**src/rtl/assert_macros.svh**
```systemverilog
// Assertion helpers shared by the pcd_front and pcd_queue modules.
`ifndef ASSERT_MACROS_SVH
`define ASSERT_MACROS_SVH

// The condition must hold at every clock edge outside reset.
`define PCD_ASSERT_ALWAYS(label, clk, rstn, cond) \
    label: assert property (@(posedge clk) disable iff (!rstn) (cond)) \
        else $error("pcd assertion failed");

// When the antecedent holds, the consequent must hold in the same cycle.
`define PCD_ASSERT_IMPLIES(label, clk, rstn, ante, cons) \
    label: assert property (@(posedge clk) disable iff (!rstn) (ante) |-> (cons)) \
        else $error("pcd assertion failed");

`endif

```
**src/rtl/pcd_pkg.sv**
```systemverilog
package pcd_pkg;

    typedef enum logic [7:0] {
        PH_CNT_LO = 8'b0000_0001,
        PH_CNT_HI = 8'b0000_0010,
        PH_SKIP   = 8'b0000_0100,
        PH_COPY   = 8'b0000_1000,
        PH_RED    = 8'b0001_0000,
        PH_GREEN  = 8'b0010_0000,
        PH_BLUE   = 8'b0100_0000,
        PH_IDLE   = 8'b1000_0000
    } pcd_phase_t;

    // Highest value the true palette index is allowed to reach.
    localparam logic [8:0] POS_SAT = 9'd256;

    // One classified result on its way from the parser to the output stage.
    // Components are still raw bytes here; scaling happens in the back end.
    typedef struct packed {
        logic       is_write;
        logic [7:0] entry_index;
        logic [7:0] red;
        logic [7:0] green;
        logic [7:0] blue;
        logic       index_overflow;
        logic       chunk_done;
    } pcd_item_t;

endpackage

```
**src/rtl/pcd_front.sv**
```systemverilog
module pcd_front (
    input  logic              aclk,
    input  logic              aresetn,
    input  logic              in_fire,
    input  logic [7:0]        data_byte,
    input  logic              chunk_start,
    output logic              push,
    output pcd_pkg::pcd_item_t push_item
);
    import pcd_pkg::*;

    pcd_phase_t  phase_reg, phase_next;
    logic [15:0] packets_left_reg, packets_left_next;
    logic [8:0]  copies_left_reg, copies_left_next;
    logic [8:0]  position_reg, position_next;
    logic [7:0]  wrap_position_reg, wrap_position_next;
    logic [7:0]  held_red_reg, held_red_next;
    logic [7:0]  held_green_reg, held_green_next;
    logic [7:0]  count_low_reg, count_low_next;

    // State as seen by this byte, after an optional chunk restart.
    pcd_phase_t  phase_eff;
    logic [15:0] packets_eff;
    logic [8:0]  copies_eff;
    logic [8:0]  position_eff;
    logic [7:0]  wrap_eff;
    logic [7:0]  red_eff;
    logic [7:0]  green_eff;
    logic [9:0]  pos_sum;
    logic [7:0]  advance_amt;
    logic [8:0]  copies_dec;
    logic        last;

    always_comb begin
        phase_eff    = phase_reg;
        packets_eff  = packets_left_reg;
        copies_eff   = copies_left_reg;
        position_eff = position_reg;
        wrap_eff     = wrap_position_reg;
        red_eff      = held_red_reg;
        green_eff    = held_green_reg;
        if (chunk_start) begin
            phase_eff    = PH_CNT_LO;
            packets_eff  = '0;
            copies_eff   = '0;
            position_eff = '0;
            wrap_eff     = '0;
            red_eff      = '0;
            green_eff    = '0;
        end

        advance_amt = (phase_eff == PH_BLUE) ? 8'd1 : data_byte;
        pos_sum     = {1'b0, position_eff} + {2'b00, advance_amt};
        copies_dec  = copies_eff - 9'd1;
        last        = (copies_dec == 9'd0) && (packets_eff == 16'd0);

        phase_next         = phase_eff;
        packets_left_next  = packets_eff;
        copies_left_next   = copies_eff;
        position_next      = position_eff;
        wrap_position_next = wrap_eff;
        held_red_next      = red_eff;
        held_green_next    = green_eff;
        count_low_next     = count_low_reg;
        push               = 1'b0;
        push_item          = '0;

        case (phase_eff)
            PH_CNT_LO: begin
                count_low_next = data_byte;
                phase_next     = PH_CNT_HI;
            end
            PH_CNT_HI: begin
                packets_left_next = {data_byte, count_low_reg};
                if ({data_byte, count_low_reg} == 16'd0) begin
                    phase_next           = PH_IDLE;
                    push                 = 1'b1;
                    push_item.chunk_done = 1'b1;
                end else begin
                    phase_next = PH_SKIP;
                end
            end
            PH_SKIP: begin
                packets_left_next  = packets_eff - 16'd1;
                position_next      = (pos_sum > {1'b0, POS_SAT}) ? POS_SAT : pos_sum[8:0];
                wrap_position_next = wrap_eff + data_byte;
                phase_next         = PH_COPY;
            end
            PH_COPY: begin
                // A copy count of zero stands for a full run of 256 entries.
                copies_left_next = (data_byte == 8'd0) ? POS_SAT : {1'b0, data_byte};
                phase_next       = PH_RED;
            end
            PH_RED: begin
                held_red_next = data_byte;
                phase_next    = PH_GREEN;
            end
            PH_GREEN: begin
                held_green_next = data_byte;
                phase_next      = PH_BLUE;
            end
            PH_BLUE: begin
                push                     = 1'b1;
                push_item.is_write       = 1'b1;
                push_item.entry_index    = wrap_eff;
                push_item.red            = red_eff;
                push_item.green          = green_eff;
                push_item.blue           = data_byte;
                push_item.index_overflow = (position_eff > 9'd255);
                push_item.chunk_done     = last;
                position_next      = (pos_sum > {1'b0, POS_SAT}) ? POS_SAT : pos_sum[8:0];
                wrap_position_next = wrap_eff + 8'd1;
                copies_left_next   = copies_dec;
                if (last) begin
                    phase_next = PH_IDLE;
                end else if (copies_dec == 9'd0) begin
                    phase_next = PH_SKIP;
                end else begin
                    phase_next = PH_RED;
                end
            end
            PH_IDLE: begin
                phase_next = PH_IDLE;
            end
            default: begin
                phase_next = PH_IDLE;
            end
        endcase

        if (!in_fire) begin
            push = 1'b0;
        end
    end

    always_ff @(posedge aclk) begin
        if (!aresetn) begin
            phase_reg         <= PH_CNT_LO;
            packets_left_reg  <= '0;
            copies_left_reg   <= '0;
            position_reg      <= '0;
            wrap_position_reg <= '0;
            held_red_reg      <= '0;
            held_green_reg    <= '0;
            count_low_reg     <= '0;
        end else if (in_fire) begin
            phase_reg         <= phase_next;
            packets_left_reg  <= packets_left_next;
            copies_left_reg   <= copies_left_next;
            position_reg      <= position_next;
            wrap_position_reg <= wrap_position_next;
            held_red_reg      <= held_red_next;
            held_green_reg    <= held_green_next;
            count_low_reg     <= count_low_next;
        end
    end

`include "assert_macros.svh"

    `PCD_ASSERT_ALWAYS(a_pos_saturates, aclk, aresetn, position_reg <= POS_SAT)
    `PCD_ASSERT_IMPLIES(a_copies_live, aclk, aresetn, (phase_reg == PH_RED) || (phase_reg == PH_GREEN) || (phase_reg == PH_BLUE), copies_left_reg != 9'd0)

endmodule

```
**src/rtl/pcd_queue.sv**
```systemverilog
module pcd_queue (
    input  logic               aclk,
    input  logic               aresetn,
    input  logic               push,
    input  pcd_pkg::pcd_item_t push_item,
    output logic               in_ready,
    input  logic               pop,
    output logic               out_valid,
    output pcd_pkg::pcd_item_t out_item
);
    import pcd_pkg::*;

    pcd_item_t  entry_reg [2];
    logic       wr_ptr_reg, wr_ptr_next;
    logic       rd_ptr_reg, rd_ptr_next;
    logic [1:0] count_reg, count_next;

    assign in_ready  = (count_reg != 2'd2);
    assign out_valid = (count_reg != 2'd0);
    assign out_item  = entry_reg[rd_ptr_reg];

    always_comb begin
        wr_ptr_next = push ? ~wr_ptr_reg : wr_ptr_reg;
        rd_ptr_next = pop  ? ~rd_ptr_reg : rd_ptr_reg;
        count_next  = count_reg + {1'b0, push} - {1'b0, pop};
    end

    always_ff @(posedge aclk) begin
        if (push) begin
            entry_reg[wr_ptr_reg] <= push_item;
        end
    end

    always_ff @(posedge aclk) begin
        if (!aresetn) begin
            wr_ptr_reg <= 1'b0;
            rd_ptr_reg <= 1'b0;
            count_reg  <= '0;
        end else begin
            wr_ptr_reg <= wr_ptr_next;
            rd_ptr_reg <= rd_ptr_next;
            count_reg  <= count_next;
        end
    end

`include "assert_macros.svh"

    `PCD_ASSERT_ALWAYS(a_no_overfill, aclk, aresetn, !(push && !in_ready))
    `PCD_ASSERT_ALWAYS(a_no_underrun, aclk, aresetn, !(pop && !out_valid))
    `PCD_ASSERT_IMPLIES(a_ptr_match, aclk, aresetn, (count_reg == 2'd0) || (count_reg == 2'd2), wr_ptr_reg == rd_ptr_reg)

endmodule

```
**src/rtl/pcd_back.sv**
```systemverilog
module pcd_back (
    input  logic               aclk,
    input  logic               aresetn,
    input  logic               cfg_wr_en,
    input  logic               cfg_wr_data,
    input  logic               q_valid,
    input  pcd_pkg::pcd_item_t q_item,
    output logic               pop,
    input  logic               m_ready,
    output logic               m_valid,
    output pcd_pkg::pcd_item_t m_item
);
    import pcd_pkg::*;

    logic      six_bit_reg;
    logic      m_valid_reg, m_valid_next;
    pcd_item_t m_item_reg, m_item_next;

    function automatic logic [7:0] scale(input logic [7:0] v, input logic six);
        scale = six ? {v[5:0], 2'b00} : v;
    endfunction

    assign pop = q_valid && (!m_valid_reg || m_ready);

    always_comb begin
        m_item_next       = q_item;
        m_item_next.red   = scale(q_item.red, six_bit_reg);
        m_item_next.green = scale(q_item.green, six_bit_reg);
        m_item_next.blue  = scale(q_item.blue, six_bit_reg);
        if (pop) begin
            m_valid_next = 1'b1;
        end else if (m_ready) begin
            m_valid_next = 1'b0;
        end else begin
            m_valid_next = m_valid_reg;
        end
    end

    always_ff @(posedge aclk) begin
        if (!aresetn) begin
            six_bit_reg <= 1'b0;
            m_valid_reg <= 1'b0;
        end else begin
            if (cfg_wr_en) begin
                six_bit_reg <= cfg_wr_data;
            end
            m_valid_reg <= m_valid_next;
        end
    end

    always_ff @(posedge aclk) begin
        if (pop) begin
            m_item_reg <= m_item_next;
        end
    end

    assign m_valid = m_valid_reg;
    assign m_item  = m_item_reg;

endmodule

```
**src/rtl/palette_chunk_decoder.sv**
```systemverilog
// A result goes from the queue entry through the output register to the m_ ports.
// Throughput: one byte per cycle while s_ready is high; parser state updates per byte.
// A two-entry queue between parser and output register absorbs result-side stalls; s_ready
// drops only while that queue is full.
// Reset (synchronous, aresetn low): parser awaits a count low byte, queue and output empty,
// six-bit component mode off.
module palette_chunk_decoder (
    input  logic       aclk,
    input  logic       aresetn,
    input  logic       cfg_wr_en,
    input  logic       cfg_wr_data,
    input  logic       s_valid,
    output logic       s_ready,
    input  logic [7:0] s_data_byte,
    input  logic       s_chunk_start,
    output logic       m_valid,
    input  logic       m_ready,
    output logic       m_is_write,
    output logic [7:0] m_entry_index,
    output logic [7:0] m_red,
    output logic [7:0] m_green,
    output logic [7:0] m_blue,
    output logic       m_index_overflow,
    output logic       m_chunk_done
);
    import pcd_pkg::*;

    logic      in_fire;
    logic      push;
    logic      pop;
    logic      q_valid;
    pcd_item_t push_item;
    pcd_item_t q_item;
    pcd_item_t m_item;

    assign in_fire = s_valid && s_ready;

    pcd_front u_front (
        .aclk        (aclk),
        .aresetn     (aresetn),
        .in_fire     (in_fire),
        .data_byte   (s_data_byte),
        .chunk_start (s_chunk_start),
        .push        (push),
        .push_item   (push_item)
    );

    pcd_queue u_queue (
        .aclk      (aclk),
        .aresetn   (aresetn),
        .push      (push),
        .push_item (push_item),
        .in_ready  (s_ready),
        .pop       (pop),
        .out_valid (q_valid),
        .out_item  (q_item)
    );

    pcd_back u_back (
        .aclk        (aclk),
        .aresetn     (aresetn),
        .cfg_wr_en   (cfg_wr_en),
        .cfg_wr_data (cfg_wr_data),
        .q_valid     (q_valid),
        .q_item      (q_item),
        .pop         (pop),
        .m_ready     (m_ready),
        .m_valid     (m_valid),
        .m_item      (m_item)
    );

    assign m_is_write       = m_item.is_write;
    assign m_entry_index    = m_item.entry_index;
    assign m_red            = m_item.red;
    assign m_green          = m_item.green;
    assign m_blue           = m_item.blue;
    assign m_index_overflow = m_item.index_overflow;
    assign m_chunk_done     = m_item.chunk_done;

endmodule
```
**config.mk**
```make
export PLATFORM = sky130hd
export DESIGN_NAME = palette_chunk_decoder
export DESIGN_NICKNAME = d
export VERILOG_FILES = /design/src/rtl/pcd_pkg.sv /design/src/rtl/pcd_front.sv /design/src/rtl/pcd_queue.sv /design/src/rtl/pcd_back.sv /design/src/rtl/palette_chunk_decoder.sv
export VERILOG_INCLUDE_DIRS = /design/src /design/src/rtl
export SDC_FILE = /design/constraint.sdc
export NUM_CORES = 1
export LEC_CHECK = 0
export BUFFER_PORTS_ARGS = -buffer_cell sky130_fd_sc_hd__buf_2
export CORE_AREA = 4 4 136 138
export CTS_CLUSTER_SIZE = 28
export DETAILED_ROUTE_END_ITERATION = 12
export DIE_AREA = 0 0 140 142
export PLACE_DENSITY = 0.75
export RECOVER_POWER = 100
export SETUP_SLACK_MARGIN = 0.02
export SYNTH_ARGS = -nofsm -noshare
export SYNTH_HDL_FRONTEND = slang
export SYNTH_HIERARCHICAL = 1
export SYNTH_SLANG_ARGS = --single-unit
```
**constraint.sdc**
```tcl
create_clock -name aclk -period 4.4 [get_ports aclk]
set_clock_uncertainty 0.1 [all_clocks]
set_input_delay 0.22 -clock aclk [delete_from_list [all_inputs] [get_ports aclk]]
set_output_delay 0.22 -clock aclk [all_outputs]
set_load 0.05 [all_outputs]
```
==> results.toml <==
[pwr]
p_total_mw = 4.95
vdd_ir_drop_max_mv = 0.399
p_per_area_nw_per_um2 = 483
p_leak_nw = 3.65

[sta]
slew_violations = 76
hold_viol = 0
fin_crit_sh_pct = 96.8
tns_ps = 0
tightest_slew_ps = 1910
holdWs_ps = 17.5
max_freq_mhz = 235
setup_violations = 0
final.min_clock_period_ps = 4260
relSlewSlack_pct = -27.5

[layout]
final_cell_mix = "edfxtp_1 (105), nor2_1 (89), dfxtp_1 (80)"
drive_gt1_share_pct = 10.7
multi_input_area_sq_um = 4190
seq_area_sq_um = 4780
largest_reg_flops = 70
fin_cells = 1137
final_common_cell = "edfxtp_1"
final_net_count = 935
num_antenna_cells = 0
syn2layout_area_growth_pct = 9.69
fill_cells = 1458

[clock_tree]
clkLatencyLatePin_ps = 430
cts.sinks = 186
cts_tree = "done"
cts_buffer_depth = 2
htree_num_levels = 4
clk_pin_slew_worst_paths_ps = 70
cts_buffers = 17
root_buffer = "clkbuf_16"

[worst_setup_path]
cp_num_cells = 12
endpoint_kind = "register"
crit_type = "reg2reg"
start_kind = "register"
arrival_ps = 4490
crit_chain = "or4_1 > or4_4 > and2_4 > ha_1 > a211o_1 > a221o_1 > and3_1 > o32a_4 > xnor2_4 > nor4_4 > o221a_4 > a32o_1"
worstPathMaxFanout = 8
required_ps = 4630
rr_endpoint = "u_front/position_reg[0]"
crit_slowest_cell = "or4_4"
crit_end = "u_front/position_reg[0]"
max_stage_delay_ps = 590
rr_worst_depth = 12
crit_buf_inv = 0
crit_start = "u_front/phase_reg[4]"
rr_startpoint = "u_front/phase_reg[4]"
path_delay_family = "simple AND/OR/NAND/NOR gates"
regToRegSetupSlack_ps = 140

[outcome]
violations = "max-capacitance violations, max-slew violations"
status = "complete, but fails checks"

[placed_design]
place_inst = 1101
place_congestion = 0.923
dpl.hpwl_mm = 13.3
io_buffers = 51

[synth]
syn_area_per_cell_sq_um = 10.9
synth-seq-cells = 186
syn-num-nets = 891
seq_area_frac_synth_pct = 51.1
synth-main-ff-cell = "edfxtp_1"
synthArstFlopShare_pct = 0
synth_cell_type_count = 75
synth_edf_count = 105
yosysWarningCount = 6
synth_cells = 855
synthesis.area_sq_um = 9350

[die]
design.core.area_sq_um = 17200
dieWidth_um = 140
die_h_um = 142
start_util_pct = 54.4
fp-row-count = 48
io_pins = 52
die_area_sq_um = 19900

[global_route]
grt_usage_pct = 20.6
overflow = 0
grt_pass1_wl_mm = 32.7
grt_pass1_vias = 6346
grt_max_degree = 65
antenna_found_initial = 0

[detailed_routing]
drt_iter0_markers = 553
drc = 0
routedWlPerCell_um = 18.1
firstDrtPassIters = 5
wl_met2_mm = 9.92
via_per_inst = 5.93
dr_total_vias = 6745
totalWireLength_mm = 20.6
wl_met3_mm = 1.22
ant_nets = 0
wl_met1_mm = 8.89
routed.top_layer = "met4"

[min_path]
hold_class = "in2reg"
hold_start = "m_ready"
worst_hold_path.num_cells = 3

[flow_run]
maxCapViolations = 2
## cell usage after synthesis, drive strengths merged (6+ instances only)
| cell | count | area [sq um] |
|---|---|---|
| nand3 | 12 | 60.1 |
| a22oi | 38 | 285 |
| ha | 19 | 238 |
| o21ai | 47 | 243 |
| nor2 | 89 | 334 |
| buf | 10 | 134 |
| xnor2 | 13 | 114 |
| a21o | 10 | 75.1 |
| edfxtp | 105 | 3150 |
| mux2 | 53 | 762 |
| inv | 18 | 67.6 |
| a21oi | 40 | 204 |
| nand2b | 10 | 62.6 |
| nand2 | 55 | 209 |
| a31oi | 13 | 96.3 |
| nor3 | 15 | 75.1 |
| or4 | 8 | 63.8 |
| nor2b | 32 | 200 |
| clkbuf | 39 | 146 |
| xor2 | 8 | 70.1 |
| and2 | 44 | 275 |
| o211ai | 6 | 45.0 |
| dfxtp | 81 | 1620 |
| nor4 | 11 | 83.8 |
| mux2i | 8 | 80.1 |
## timing repair
action                                  4_1_cts  5_1_grt
endpoints found under the setup margin        0        8
gates resized for setup                       0        5
setup buffers                                 0        2
hold buffers                                  2        0
endpoints found under the hold margin         1        0
## worst min-delay path by stage
stage	to	slack, ps
after floorplan	u_queue/wr_ptr_reg	240
after global placement	u_front/position_reg[3]	340
after detailed placement	u_front/position_reg[3]	350
after CTS	u_back/m_valid	30
after global routing	u_back/m_valid	1
final	u_back/m_valid	20
## report_power, final
group          total, mW  leakage [nW]  switching (mW)  internal, mW
Sequential          2.17          1.59           0.103          2.07
Combinational       1.24          1.76           0.916         0.321
Clock               1.55         0.293           0.727         0.820
## metal layers
layer	GRT usage [%]	vias to the layer above
li1	-	3230
met1	26.2	3219
met2	35.1	249
met3	3.56	47
met4	8.77	0
met5	0	-
## cell families (layout without fill, tap and decap cells)
| kind of cell | count (synthesis) | count (layout) | share of synthesized area (%) |
|---|---|---|---|
| xor+xnor | 22 | 22 | 2.21 |
| mux | 61 | 61 | 9.01 |
| fa+ha+maj | 21 | 21 | 2.97 |
| buf+inv | 67 | 124 | 3.72 |
| simple gates | 299 | 299 | 16.5 |
| compound gates | 199 | 199 | 14.5 |
| flops | 186 | 186 | 51.1 |
## layout make-up
type | count | area share [%]
multi-input combinational | 602 | 40.9
sequential | 186 | 46.6
tap | 225 | 2.75
inverter | 18 | 0.659
clock buffer | 18 | 4.19
clock inverter | 14 | 1.66
timing repair buffer | 74 | 3.31
## worst min-delay path, cell delays in order
cell     delay [ps]
buf_2            80
nor2b_1          50
o21a_1          160
## per-stage QoR
stage / setup slack [ps] / util [%] / cell area (sq um)
finish: 140 / 59.7 / 10300
global route: -20.0 / 59.7 / 10300
CTS: 27.1 / 60.6 / 10400
detailed placement: 55.8 / 57.0 / 9800
global placement: 150 / 57.0 / 9800
floorplan: 23.6 / - / 9400
No activity file was read; power rests on OpenSTA's default activity.
